<file path="src/rtl/ilid_pkg.sv">
// ----------------------------------------------------------------------------
// ilid_pkg: shared types and codes for the indexed list unit
// Command and status codes, word layouts and cell operation kinds.
// ----------------------------------------------------------------------------
package ilid_pkg;

    localparam int DEF_LIST_DEPTH  = 16;
    localparam int DEF_VALUE_WIDTH = 64;

    localparam int CMD_W    = 3;
    localparam int POS_W    = 5;
    localparam int VAL_W    = 64;
    localparam int STATUS_W = 2;
    localparam int COUNT_W  = 5;

    typedef enum logic [CMD_W-1:0] {
        CMD_GET    = 3'd0,
        CMD_PUSH   = 3'd1,
        CMD_POP    = 3'd2,
        CMD_INSERT = 3'd3,
        CMD_DELETE = 3'd4
    } cmd_t;

    typedef enum logic [STATUS_W-1:0] {
        ST_OK    = 2'd0,
        ST_RANGE = 2'd1,
        ST_FULL  = 2'd2
    } status_t;

    typedef enum logic [1:0] {
        CELL_HOLD   = 2'd0,
        CELL_WRITE  = 2'd1,
        CELL_INSERT = 2'd2,
        CELL_DELETE = 2'd3
    } cell_kind_t;

    typedef struct packed {
        logic [CMD_W-1:0] command;
        logic [POS_W-1:0] position;
        logic [VAL_W-1:0] value_in;
    } in_word_t;

    typedef struct packed {
        logic [VAL_W-1:0]    value_out;
        logic [STATUS_W-1:0] status;
        logic [COUNT_W-1:0]  count;
    } out_word_t;

endpackage

</file>
<file path="src/rtl/indexed_list_insert_delete_unit.sv">
// ----------------------------------------------------------------------------
// indexed_list_insert_delete_unit: ordered list with insert and delete
// Keeps up to LIST_DEPTH values in a row of cells and runs get, push, pop,
// insert-at and delete-at commands, one result word per command.
//
// Input channel s_*: one command word per handshake (command, position,
// value_in). Result channel m_*: one word per command (value_out, status,
// count). Insert and delete move every later entry in the same cycle, each
// cell taking its neighbor's value. m_valid rises in the cycle after the
// input handshake; a new command is taken every cycle while the result
// register is empty or being drained. When the receiver stalls, the
// result word holds and s_ready drops until it is taken. Errors (bad
// position, empty, full, unknown command) change nothing and report the
// old count. Reset empties the list and the result register; entry
// contents are not cleared and never show.
// ----------------------------------------------------------------------------
module indexed_list_insert_delete_unit #(
    parameter int LIST_DEPTH  = ilid_pkg::DEF_LIST_DEPTH,
    parameter int VALUE_WIDTH = ilid_pkg::DEF_VALUE_WIDTH
) (
    input  logic                aclk,
    input  logic                aresetn,
    input  logic                s_valid,
    output logic                s_ready,
    input  ilid_pkg::in_word_t  s_word,
    output logic                m_valid,
    input  logic                m_ready,
    output ilid_pkg::out_word_t m_word
);
    import ilid_pkg::*;

    localparam int IDX_W = (LIST_DEPTH > 1) ? $clog2(LIST_DEPTH) : 1;
    localparam int CNT_W = $clog2(LIST_DEPTH + 1);
    localparam int SEL_W = (CNT_W > POS_W) ? CNT_W : POS_W;
    localparam logic [CNT_W-1:0] FULL_COUNT = CNT_W'(LIST_DEPTH);

    logic [CNT_W-1:0]       fill_reg;
    logic [CNT_W-1:0]       fill_next;
    logic                   out_valid_reg;
    out_word_t              out_word_reg;

    logic                   accept;
    logic [SEL_W-1:0]       pos_ext;
    logic [SEL_W-1:0]       fill_ext;
    logic [SEL_W-1:0]       sel_pos;
    logic [IDX_W-1:0]       rd_idx;
    logic                   rd_en;
    cell_kind_t             dec_kind;
    cell_kind_t             kind;
    status_t                status;
    logic [VALUE_WIDTH-1:0] load_value;
    logic [VALUE_WIDTH-1:0] rd_value;
    logic [VALUE_WIDTH-1:0] cell_q [LIST_DEPTH];

    assign s_ready  = aresetn && (!out_valid_reg || m_ready);
    assign accept   = s_valid && s_ready;
    assign pos_ext  = SEL_W'(s_word.position);
    assign fill_ext = SEL_W'(fill_reg);
    assign load_value = s_word.value_in[VALUE_WIDTH-1:0];

    always_comb begin
        dec_kind  = CELL_HOLD;
        status    = ST_OK;
        sel_pos   = pos_ext;
        rd_idx    = '0;
        rd_en     = 1'b0;
        fill_next = fill_reg;
        case (s_word.command)
            CMD_GET: begin
                if (pos_ext < fill_ext) begin
                    rd_idx = pos_ext[IDX_W-1:0];
                    rd_en  = 1'b1;
                end else begin
                    status = ST_RANGE;
                end
            end
            CMD_PUSH: begin
                if (fill_reg == FULL_COUNT) begin
                    status = ST_FULL;
                end else begin
                    dec_kind  = CELL_WRITE;
                    sel_pos   = fill_ext;
                    fill_next = fill_reg + 1'b1;
                end
            end
            CMD_POP: begin
                if (fill_reg == '0) begin
                    status = ST_RANGE;
                end else begin
                    fill_next = fill_reg - 1'b1;
                    rd_idx    = fill_next[IDX_W-1:0];
                    rd_en     = 1'b1;
                end
            end
            CMD_INSERT: begin
                if (pos_ext > fill_ext) begin
                    status = ST_RANGE;
                end else if (fill_reg == FULL_COUNT) begin
                    status = ST_FULL;
                end else begin
                    dec_kind  = CELL_INSERT;
                    fill_next = fill_reg + 1'b1;
                end
            end
            CMD_DELETE: begin
                if (pos_ext >= fill_ext) begin
                    status = ST_RANGE;
                end else begin
                    dec_kind  = CELL_DELETE;
                    rd_idx    = pos_ext[IDX_W-1:0];
                    rd_en     = 1'b1;
                    fill_next = fill_reg - 1'b1;
                end
            end
            default: status = ST_RANGE;
        endcase
    end

    assign kind     = accept ? dec_kind : CELL_HOLD;
    assign rd_value = rd_en ? cell_q[rd_idx] : '0;

    for (genvar i = 0; i < LIST_DEPTH; i++) begin : g_cell
        logic [VALUE_WIDTH-1:0] below;
        logic [VALUE_WIDTH-1:0] above;
        if (i == 0) begin : g_first
            assign below = '0;
        end else begin : g_below
            assign below = cell_q[i-1];
        end
        if (i == LIST_DEPTH - 1) begin : g_last
            assign above = cell_q[i];
        end else begin : g_above
            assign above = cell_q[i+1];
        end
        ilid_cell #(
            .CELL_INDEX  (i),
            .VALUE_WIDTH (VALUE_WIDTH),
            .SEL_W       (SEL_W)
        ) u_cell (
            .aclk        (aclk),
            .kind        (kind),
            .sel_pos     (sel_pos),
            .load_value  (load_value),
            .below_value (below),
            .above_value (above),
            .value       (cell_q[i])
        );
    end

    always_ff @(posedge aclk) begin
        if (!aresetn) begin
            fill_reg      <= '0;
            out_valid_reg <= 1'b0;
        end else begin
            if (accept) begin
                fill_reg      <= fill_next;
                out_valid_reg <= 1'b1;
            end else if (m_ready) begin
                out_valid_reg <= 1'b0;
            end
        end
    end

    always_ff @(posedge aclk) begin
        if (accept) begin
            out_word_reg.value_out <= VAL_W'(rd_value);
            out_word_reg.status    <= status;
            out_word_reg.count     <= COUNT_W'(fill_next);
        end
    end

    assign m_valid = out_valid_reg;
    assign m_word  = out_word_reg;

endmodule

</file>
<file path="src/rtl/ilid_cell.sv">
// ----------------------------------------------------------------------------
// ilid_cell: one list entry
// Holds one value; loads it, takes it from the neighbor below or above,
// or holds, as the broadcast operation and its own place decide.
// ----------------------------------------------------------------------------
module ilid_cell #(
    parameter int CELL_INDEX  = 0,
    parameter int VALUE_WIDTH = ilid_pkg::DEF_VALUE_WIDTH,
    parameter int SEL_W       = ilid_pkg::POS_W
) (
    input  logic                   aclk,
    input  ilid_pkg::cell_kind_t   kind,
    input  logic [SEL_W-1:0]       sel_pos,
    input  logic [VALUE_WIDTH-1:0] load_value,
    input  logic [VALUE_WIDTH-1:0] below_value,
    input  logic [VALUE_WIDTH-1:0] above_value,
    output logic [VALUE_WIDTH-1:0] value
);
    import ilid_pkg::*;

    localparam logic [SEL_W-1:0] MY_POS = SEL_W'(CELL_INDEX);

    logic [VALUE_WIDTH-1:0] value_reg;
    logic [VALUE_WIDTH-1:0] value_next;

    always_comb begin
        value_next = value_reg;
        case (kind)
            CELL_WRITE: begin
                if (MY_POS == sel_pos) value_next = load_value;
            end
            CELL_INSERT: begin
                if (MY_POS == sel_pos) value_next = load_value;
                else if (MY_POS > sel_pos) value_next = below_value;
            end
            CELL_DELETE: begin
                if (MY_POS >= sel_pos) value_next = above_value;
            end
            default: value_next = value_reg;
        endcase
    end

    always_ff @(posedge aclk) begin
        value_reg <= value_next;
    end

    assign value = value_reg;

endmodule
</file>
<file path="config.mk">
export PLATFORM = sky130hd
export DESIGN_NAME = indexed_list_insert_delete_unit
export DESIGN_NICKNAME = d
export VERILOG_FILES = /design/src/rtl/ilid_pkg.sv /design/src/rtl/indexed_list_insert_delete_unit.sv /design/src/rtl/ilid_cell.sv
export SDC_FILE = /design/constraint.sdc
export NUM_CORES = 2
export LEC_CHECK = 0
export BUFFER_PORTS_ARGS = -buffer_cell sky130_fd_sc_hd__buf_4
export CAP_MARGIN = 20
export CORE_MARGIN = 2
export CORE_UTILIZATION = 25
export DETAILED_ROUTE_END_ITERATION = 7
export HOLD_SLACK_MARGIN = 0.12
export PLACE_DENSITY = 0.51
export SKIP_CTS_REPAIR_TIMING = 1
export SLEW_MARGIN = 15
export SYNTH_ARGS = -nofsm -noshare
export SYNTH_HDL_FRONTEND = slang
export SYNTH_SLANG_ARGS = --single-unit
</file>
<file path="constraint.sdc">
create_clock -name aclk -period 11.4 [get_ports aclk]
set_input_delay 2.28 -clock aclk [delete_from_list [all_inputs] [get_ports aclk]]
set_output_delay 2.28 -clock aclk [all_outputs]
set_load 0.01 [all_outputs]
</file>
## Word level (Yosys, flattened, before mapping)

Cells that the tools add are included.

| word-level totals | value |
|---|---|
| flip-flop bits (word level) | 1101 |
| bits of input ports | 76 |
| output and inout bits | 73 |
| word-level logic and storage cells | 266 |

| cells by class | value |
|---|---|
| add/subtract/negate cells | 2 |
| $lt $le $gt $ge | 35 |
| eq/ne operators | 70 |
| mux-type cells | 111 |
| bitwise operators | 1 |
| reduce and logical (&&, ||, !) cells | 26 |

Operators with widths:

| cell | number |
|---|---|
| $mux 64 | 65 |
| $pmux 64 s3 | 15 |
| $bmux 64 s4 | 1 |
| $pmux 64 s2 | 1 |
| $ne 2x1->1 const B | 31 |
| $reduce_and 4->1 | 15 |
| $ne 3x1->1 const B | 16 |
| $eq 4x5->1 const A | 8 |
| $gt 4x5->1 const A | 8 |
| $ge 4x5->1 const A | 7 |
| $mux 5 | 6 |
| $eq 3x5->1 const A | 4 |
| $ge 3x5->1 const A | 4 |
| $gt 3x5->1 const A | 4 |
| $pmux 5 s4 | 1 |
| $mux 2 | 6 |
| $mux 4 | 3 |
| $pmux 4 s3 | 1 |
| $eq 2x5->1 const A | 2 |
| $ge 1x5->1 const A | 2 |
| $ge 2x5->1 const A | 2 |
| $gt 1x5->1 const A | 2 |
| $gt 2x5->1 const A | 2 |
| $logic_not 5->1 | 2 |
| other kinds (25) | 37 |

## Longest topological paths before layout

| logic depth | value |
|---|---|
| depth in word-level cells | 8 |
| mapped depth | 21 |
| mapped depth without buffers | 14 |

## Hierarchy

A second synthesis with hierarchy kept.

| second synthesis, totals | value |
|---|---|
| cells, all modules | 7473 |
| area, all modules | 76088.0 um2 |

Modules (own cells, without submodules):

| module | times used | cells each | area each (um2) | seq. area each (um2) |
|---|---|---|---|---|
| indexed_list_insert_delete_unit | 1 | 1433 | 11960.2 | 2252.2 |
| ilid_cell (g_cell[10].u_cell) | 1 | 378 | 4319.1 | 1921.8 |
| ilid_cell (g_cell[15].u_cell) | 1 | 376 | 4295.4 | 1921.8 |
| ilid_cell (g_cell[4].u_cell) | 1 | 381 | 4265.3 | 1921.8 |
| ilid_cell (g_cell[11].u_cell) | 1 | 380 | 4057.6 | 1921.8 |
| ilid_cell (g_cell[0].u_cell) | 1 | 373 | 4035.1 | 1921.8 |
| ilid_cell (g_cell[14].u_cell) | 1 | 379 | 4013.8 | 1921.8 |
| ilid_cell (g_cell[2].u_cell) | 1 | 379 | 4003.8 | 1921.8 |
| ilid_cell (g_cell[8].u_cell) | 1 | 378 | 4001.3 | 1921.8 |
| ilid_cell (g_cell[13].u_cell) | 1 | 378 | 3987.6 | 1921.8 |
| ilid_cell (g_cell[7].u_cell) | 1 | 378 | 3982.6 | 1921.8 |
| ilid_cell (g_cell[9].u_cell) | 1 | 380 | 3911.3 | 1921.8 |
| ilid_cell (g_cell[12].u_cell) | 1 | 379 | 3867.5 | 1921.8 |
| ilid_cell (g_cell[6].u_cell) | 1 | 379 | 3865.0 | 1921.8 |
| 3 more rows | n/a | n/a | n/a | n/a |

## Worst setup path after synthesis

Ideal clock, no wire load.

| path | value |
|---|---|
| path kind | in2reg |
| start | in s_word[65] (netlist name) |
| end | reg g_cell[1].u_cell.value_reg[0] (enable) |
| library setup time | 0.507 ns |
| arrival time | 8.080 ns |
| data required time | 10.893 ns |
| slack | 2.813 ns |
| stages | 15 |
| buffers on the path | 4 |
| path through | ha_1 -> nor2b_1 -> o31ai_1 -> and2_1 -> buf_2 -> and3_1 -> clkbuf_1 -> o21a_1 -> inv_1 -> ha_1 -> or2_2 -> buf_2 -> clkbuf_1 -> a21o_1 -> a21oi_1 |

| on the way | value |
|---|---|
| longest elaborated chain between the ends | 7 |
| elaborated cells on any way between the ends | 19 |
| those cells by class | 4 x order compare; 7 x eq/ne; 6 x mux; 2 x reduce/logical |

Ends and longest elaborated chain:

| what | RTL line | text |
|---|---|---|
| from (decl) | indexed_list_insert_delete_unit.sv:25 | `input ilid_pkg::in_word_t s_word,` |
| $ge 5x5->1 / $gt 5x5->1 (equally long branches) | indexed_list_insert_delete_unit.sv:106, indexed_list_insert_delete_unit.sv:96 |  |
| $mux 2 (on tied branches) | indexed_list_insert_delete_unit.sv:106, indexed_list_insert_delete_unit.sv:96 |  |
| $pmux 2 s3 | indexed_list_insert_delete_unit.sv:68 | `case (s_word.command)` |
| $mux 2 | indexed_list_insert_delete_unit.sv:119 | `assign kind = accept ? dec_kind : CELL_HOLD;` |
| $eq 2x2->1 / $eq 2x1->1 (equally long branches) | ilid_cell.sv:28 | `case (kind)` |
| $ne 3x1->1 (no line) (tied with other cells) | n/a |  |
| $reduce_and 4->1 (no line) * | n/a |  |
| to (signal assigned) | ilid_cell.sv:44 | `value_reg <= value_next;` |
| to (decl) | ilid_cell.sv:23 | `logic [VALUE_WIDTH-1:0] value_reg;` |

Mark *: on every way between the ends. The rest lies on a longest branch, timed or not.
A chain may end at the register's enable or synchronous reset.

## Worst setup path after layout

| path | value |
|---|---|
| start | in s_word[65] (netlist name) |
| end | reg g_cell[12].u_cell.value_reg[48] (data pin) |

| on the way | value |
|---|---|
| longest elaborated chain between the ends | 6 |
| elaborated cells on any way between the ends | 14 |
| those cells by class | 2 x order compare; 4 x eq/ne; 8 x mux |

Ends and longest elaborated chain:

| what | RTL line | text |
|---|---|---|
| $ge 5x5->1 / $gt 5x5->1 (equally long branches) | indexed_list_insert_delete_unit.sv:106, indexed_list_insert_delete_unit.sv:96 |  |
| $mux 2 (on tied branches) | indexed_list_insert_delete_unit.sv:106, indexed_list_insert_delete_unit.sv:96 |  |
| $pmux 2 s3 | indexed_list_insert_delete_unit.sv:68 |  |
| $mux 2 | indexed_list_insert_delete_unit.sv:119 |  |
| $eq 2x2->1 / $eq 2x1->1 (equally long branches) | ilid_cell.sv:28 |  |
| $pmux 64 s3 * | ilid_cell.sv:28 |  |
| net g_cell[12].u_cell.value_next[48] | ilid_cell.sv:24 | `logic [VALUE_WIDTH-1:0] value_next;` |
| to (signal assigned) | ilid_cell.sv:44 |  |
| to (decl) | ilid_cell.sv:23 |  |

Mark *: on every way through the listed nets, which the timed path passes. The rest lies on a longest branch.

==> out/metrics.yaml <==
global_routing:
  grt_use_total: 0.198
  grt_pass1_vias: 49900
  grt_pass1_wl_um: 369000
  antenna_found_initial: 28
  grt_overflow_total: 0
  grt_max_degree: 209
floorplanning:
  start_util: 0.251
  std_cell_rows: 182
  chipHeight_um: 501
  fp.dieW_um: 501
  core_area_um2: 246000
  die_area_um2: 251000
  io_pins: 149
routing:
  viasPerCell: 5.98
  dr.max_layer_used: "met5"
  postRouteAntennaNets: 0
  wl_met3_um: 25900
  routed_wl_um: 258000
  drc: 0
  wl_met1_um: 108000
  wl_met2_um: 115000
  num_vias: 51300
  drt_iter0_markers: 7057
  dr.pass1.iters: 6
  wire_per_inst_um: 30.1
setup_path:
  crit_path_start_kind: "input port"
  required_ns: 12.04
  endpoint_kind: "register"
  critPathMaxFanout: 43
  path_cells: "buf_4 > ha_1 > nor2b_1 > o31ai_1 > and2_1 > and3_1 > nor2_1 > nor2_1 > ha_4 > or2_2 > nand2_1 > buf_4 > nor2_4 > buf_4 > a221o_1"
  slowest_stage: "buf_4"
  cp_slowest_stage_delay_ns: 0.81
  reg2reg_to: "g_cell[12].u_cell.value[48]$_DFFE_PP_"
  criticalPathCategory: "input port to register"
  r2r_start: "fill_ext[2]$_SDFFE_PN0P_"
  crit_top_cell: "buf_4"
  rr_worst_depth: 15
  ff2ff_setup_slack_ns: 4.14
  crit_arrival_ns: 8.67
power_and_ir_drop:
  p_switching_mw: 2.62
  p_int_mw: 7.34
  powerDensity_nw_per_um2: 142
  p_leak_nw: 23.5
  combPwrFrac: 0.106
  p_seq_frac: 0.472
  p_total_mw: 9.96
  ir_drop_mv: 0.107
  clockPowerShare: 0.422
  netSwitchingFraction: 0.263
outcome:
  outcome: "finished, final reports clean"
place:
  pre_cts_ws_ns: 2.72
  place_congestion: 0.809
  dp_cells: 8331
  hpwlAfterDp_um: 132000
  placedInstanceArea_um2: 66000
  numPortBuffers: 148
logic_synthesis:
  synth-async-reset-ratio: 0
  ys_types: 66
  synth_area_leaders: "edfxtp_1, and2_1, a221o_1"
  synth_top_area_share: 0.532
  synth_most_common_cell: "edfxtp_1"
  synth_cells: 5469
  netlist_area_um2: 61800
  synth-edff-count: 1095
  avgSynthCellArea_um2: 11.3
  synth_top_flop_cell: "edfxtp_1"
  yosys_warnings: 0
  ys_seq_area_frac: 0.534
  syn_nets: 5559
  ys_seq_elements: 1101
  synth_commonest_cells: "edfxtp_1, and2_1, a221o_1"
  yosys.area.top_type: "edfxtp_1"
timing:
  fin_ws_ns: 3.36
  period_needed_ns: 8.04
  drv_slew: 0
  whs_ns: 0.519
  worst_pin_slew_ns: 1.27
  clock_skew_ns: 0.0316
  fmax_mhz: 124
  hold_viol: 0
  fin_tns_setup_ns: 0
  rsz0062_at_grt: "false"
  finalSetupViolCount: 0
  slew_headroom: 0.152
  period_share: 0.705
cts:
  path_clk_slew_ns: 0.06
  cts.sinks: 1101
  cts_buffers: 136
  htreeDepth: 4
  cts_tree: "yes"
  clockRootBuffer: "clkbuf_16"
  clk_latency_ns: 0.80
  cts_max_path_buffers: 3
hold_path:
  hold_end: "m_valid$_SDFFE_PN0P_"
  whs_path_depth: 2
  hp-class: "register to register"
  hp-start: "m_valid$_SDFFE_PN0P_"
cells_and_area:
  syn2layout_area_growth_pct: 13.5
  largest_reg_flops: 1024
  drive_gt1_frac: 0.0952
  utilization: 0.285
  final_cells: 8577
  final_nets: 5340
  stdcell_area_um2: 70200
flow_run:
  cap_violations: 0
power by group through the flow:
| stage | clock network [mW] | registers [mW] | logic, mW |
|---|---|---|---|
| floorplan | 0 | 4.77 | 0.630 |
| global placement | 0 | 4.78 | 1.03 |
| detailed placement | 0 | 4.78 | 1.04 |
| CTS | 4.28 | 4.70 | 1.04 |
| global route | 4.43 | 4.71 | 1.12 |
| finish | 4.20 | 4.70 | 1.06 |
per-layer routing:
layer | vias up | track usage
met4 | 20 | 0.0718
met3 | 522 | 0.0392
met2 | 3253 | 0.306
met5 | - | 0
met1 | 26300 | 0.273
li1 | 21300 | -
area by class of cell:
cell class,instances,area [µm²]
fill,25400,176000
sequential,1101,33000
multi-input combinational,3671,26400
tap,3220,4030
clock buffer,170,3620
timing repair buffer,258,2260
clock inverter,67,499
inverter,82,313
antenna,8,20.0
layout by cell type, fill, tap and decap left out, types with 6 or more instances in the layout:
master / Yosys / final
or4_1: 34 / 34
nor2_1: 51 / 31
a21oi_4: 0 / 10
nor4_1: 100 / 100
and2_1: 1024 / 1024
nand2_1: 485 / 482
and3_1: 40 / 40
dfxtp_1: 6 / 6
nand3_1: 102 / 102
a22o_1: 221 / 221
a221o_1: 635 / 635
edfxtp_1: 1095 / 1095
ha_1: 14 / 13
buf_4: 1 / 233
o31ai_4: 6 / 6
nor2_4: 0 / 20
a221oi_1: 384 / 384
clkbuf_1: 448 / 30
clkinv_2: 0 / 13
inv_1: 81 / 80
a21o_1: 135 / 129
inv_6: 0 / 6
a22oi_1: 128 / 126
diode_2: 0 / 8
o21ai_0: 148 / 147
a21o_4: 0 / 6
o2bb2ai_1: 33 / 33
a21oi_1: 39 / 29
mux2i_1: 10 / 10
clkbuf_16: 0 / 140
buf_12: 0 / 23
clkinv_1: 0 / 36
worst max-delay path, delay by kind of cell:
family / cells / cell delay (ns)
and+or+nand+nor: 8 / 3.49
adders and majority gates: 2 / 0.88
buffers and inverters: 3 / 1.33
AOI/OAI and AO/OA: 2 / 0.59
kinds of logic after synthesis:
kind of cell    Yosys count  share of synthesized area
simple gates           1874                      0.167
compound gates         1766                      0.247
flops                  1101                      0.534
buf+inv                 697                     0.0463
mux                      15                    0.00281
fa+ha+maj                14                    0.00283
xor+xnor                  2                   0.000283
worst max path at each step:
stage	depth (start not counted)	slack [ns]	from	to
finish	15	3.36	s_word[65]	g_cell[12].u_cell.value[48]$_DFFE_PP_
global route	15	3.12	s_word[65]	g_cell[12].u_cell.value[52]$_DFFE_PP_
CTS	15	3.56	s_word[65]	g_cell[12].u_cell.value[61]$_DFFE_PP_
detailed placement	15	2.72	s_word[65]	g_cell[12].u_cell.value[60]$_DFFE_PP_
global placement	15	2.69	s_word[65]	g_cell[12].u_cell.value[61]$_DFFE_PP_
floorplan	15	2.81	s_word[65]	g_cell[1].u_cell.value[0]$_DFFE_PP_
Note: power is estimated with default switching activity, not from simulation.
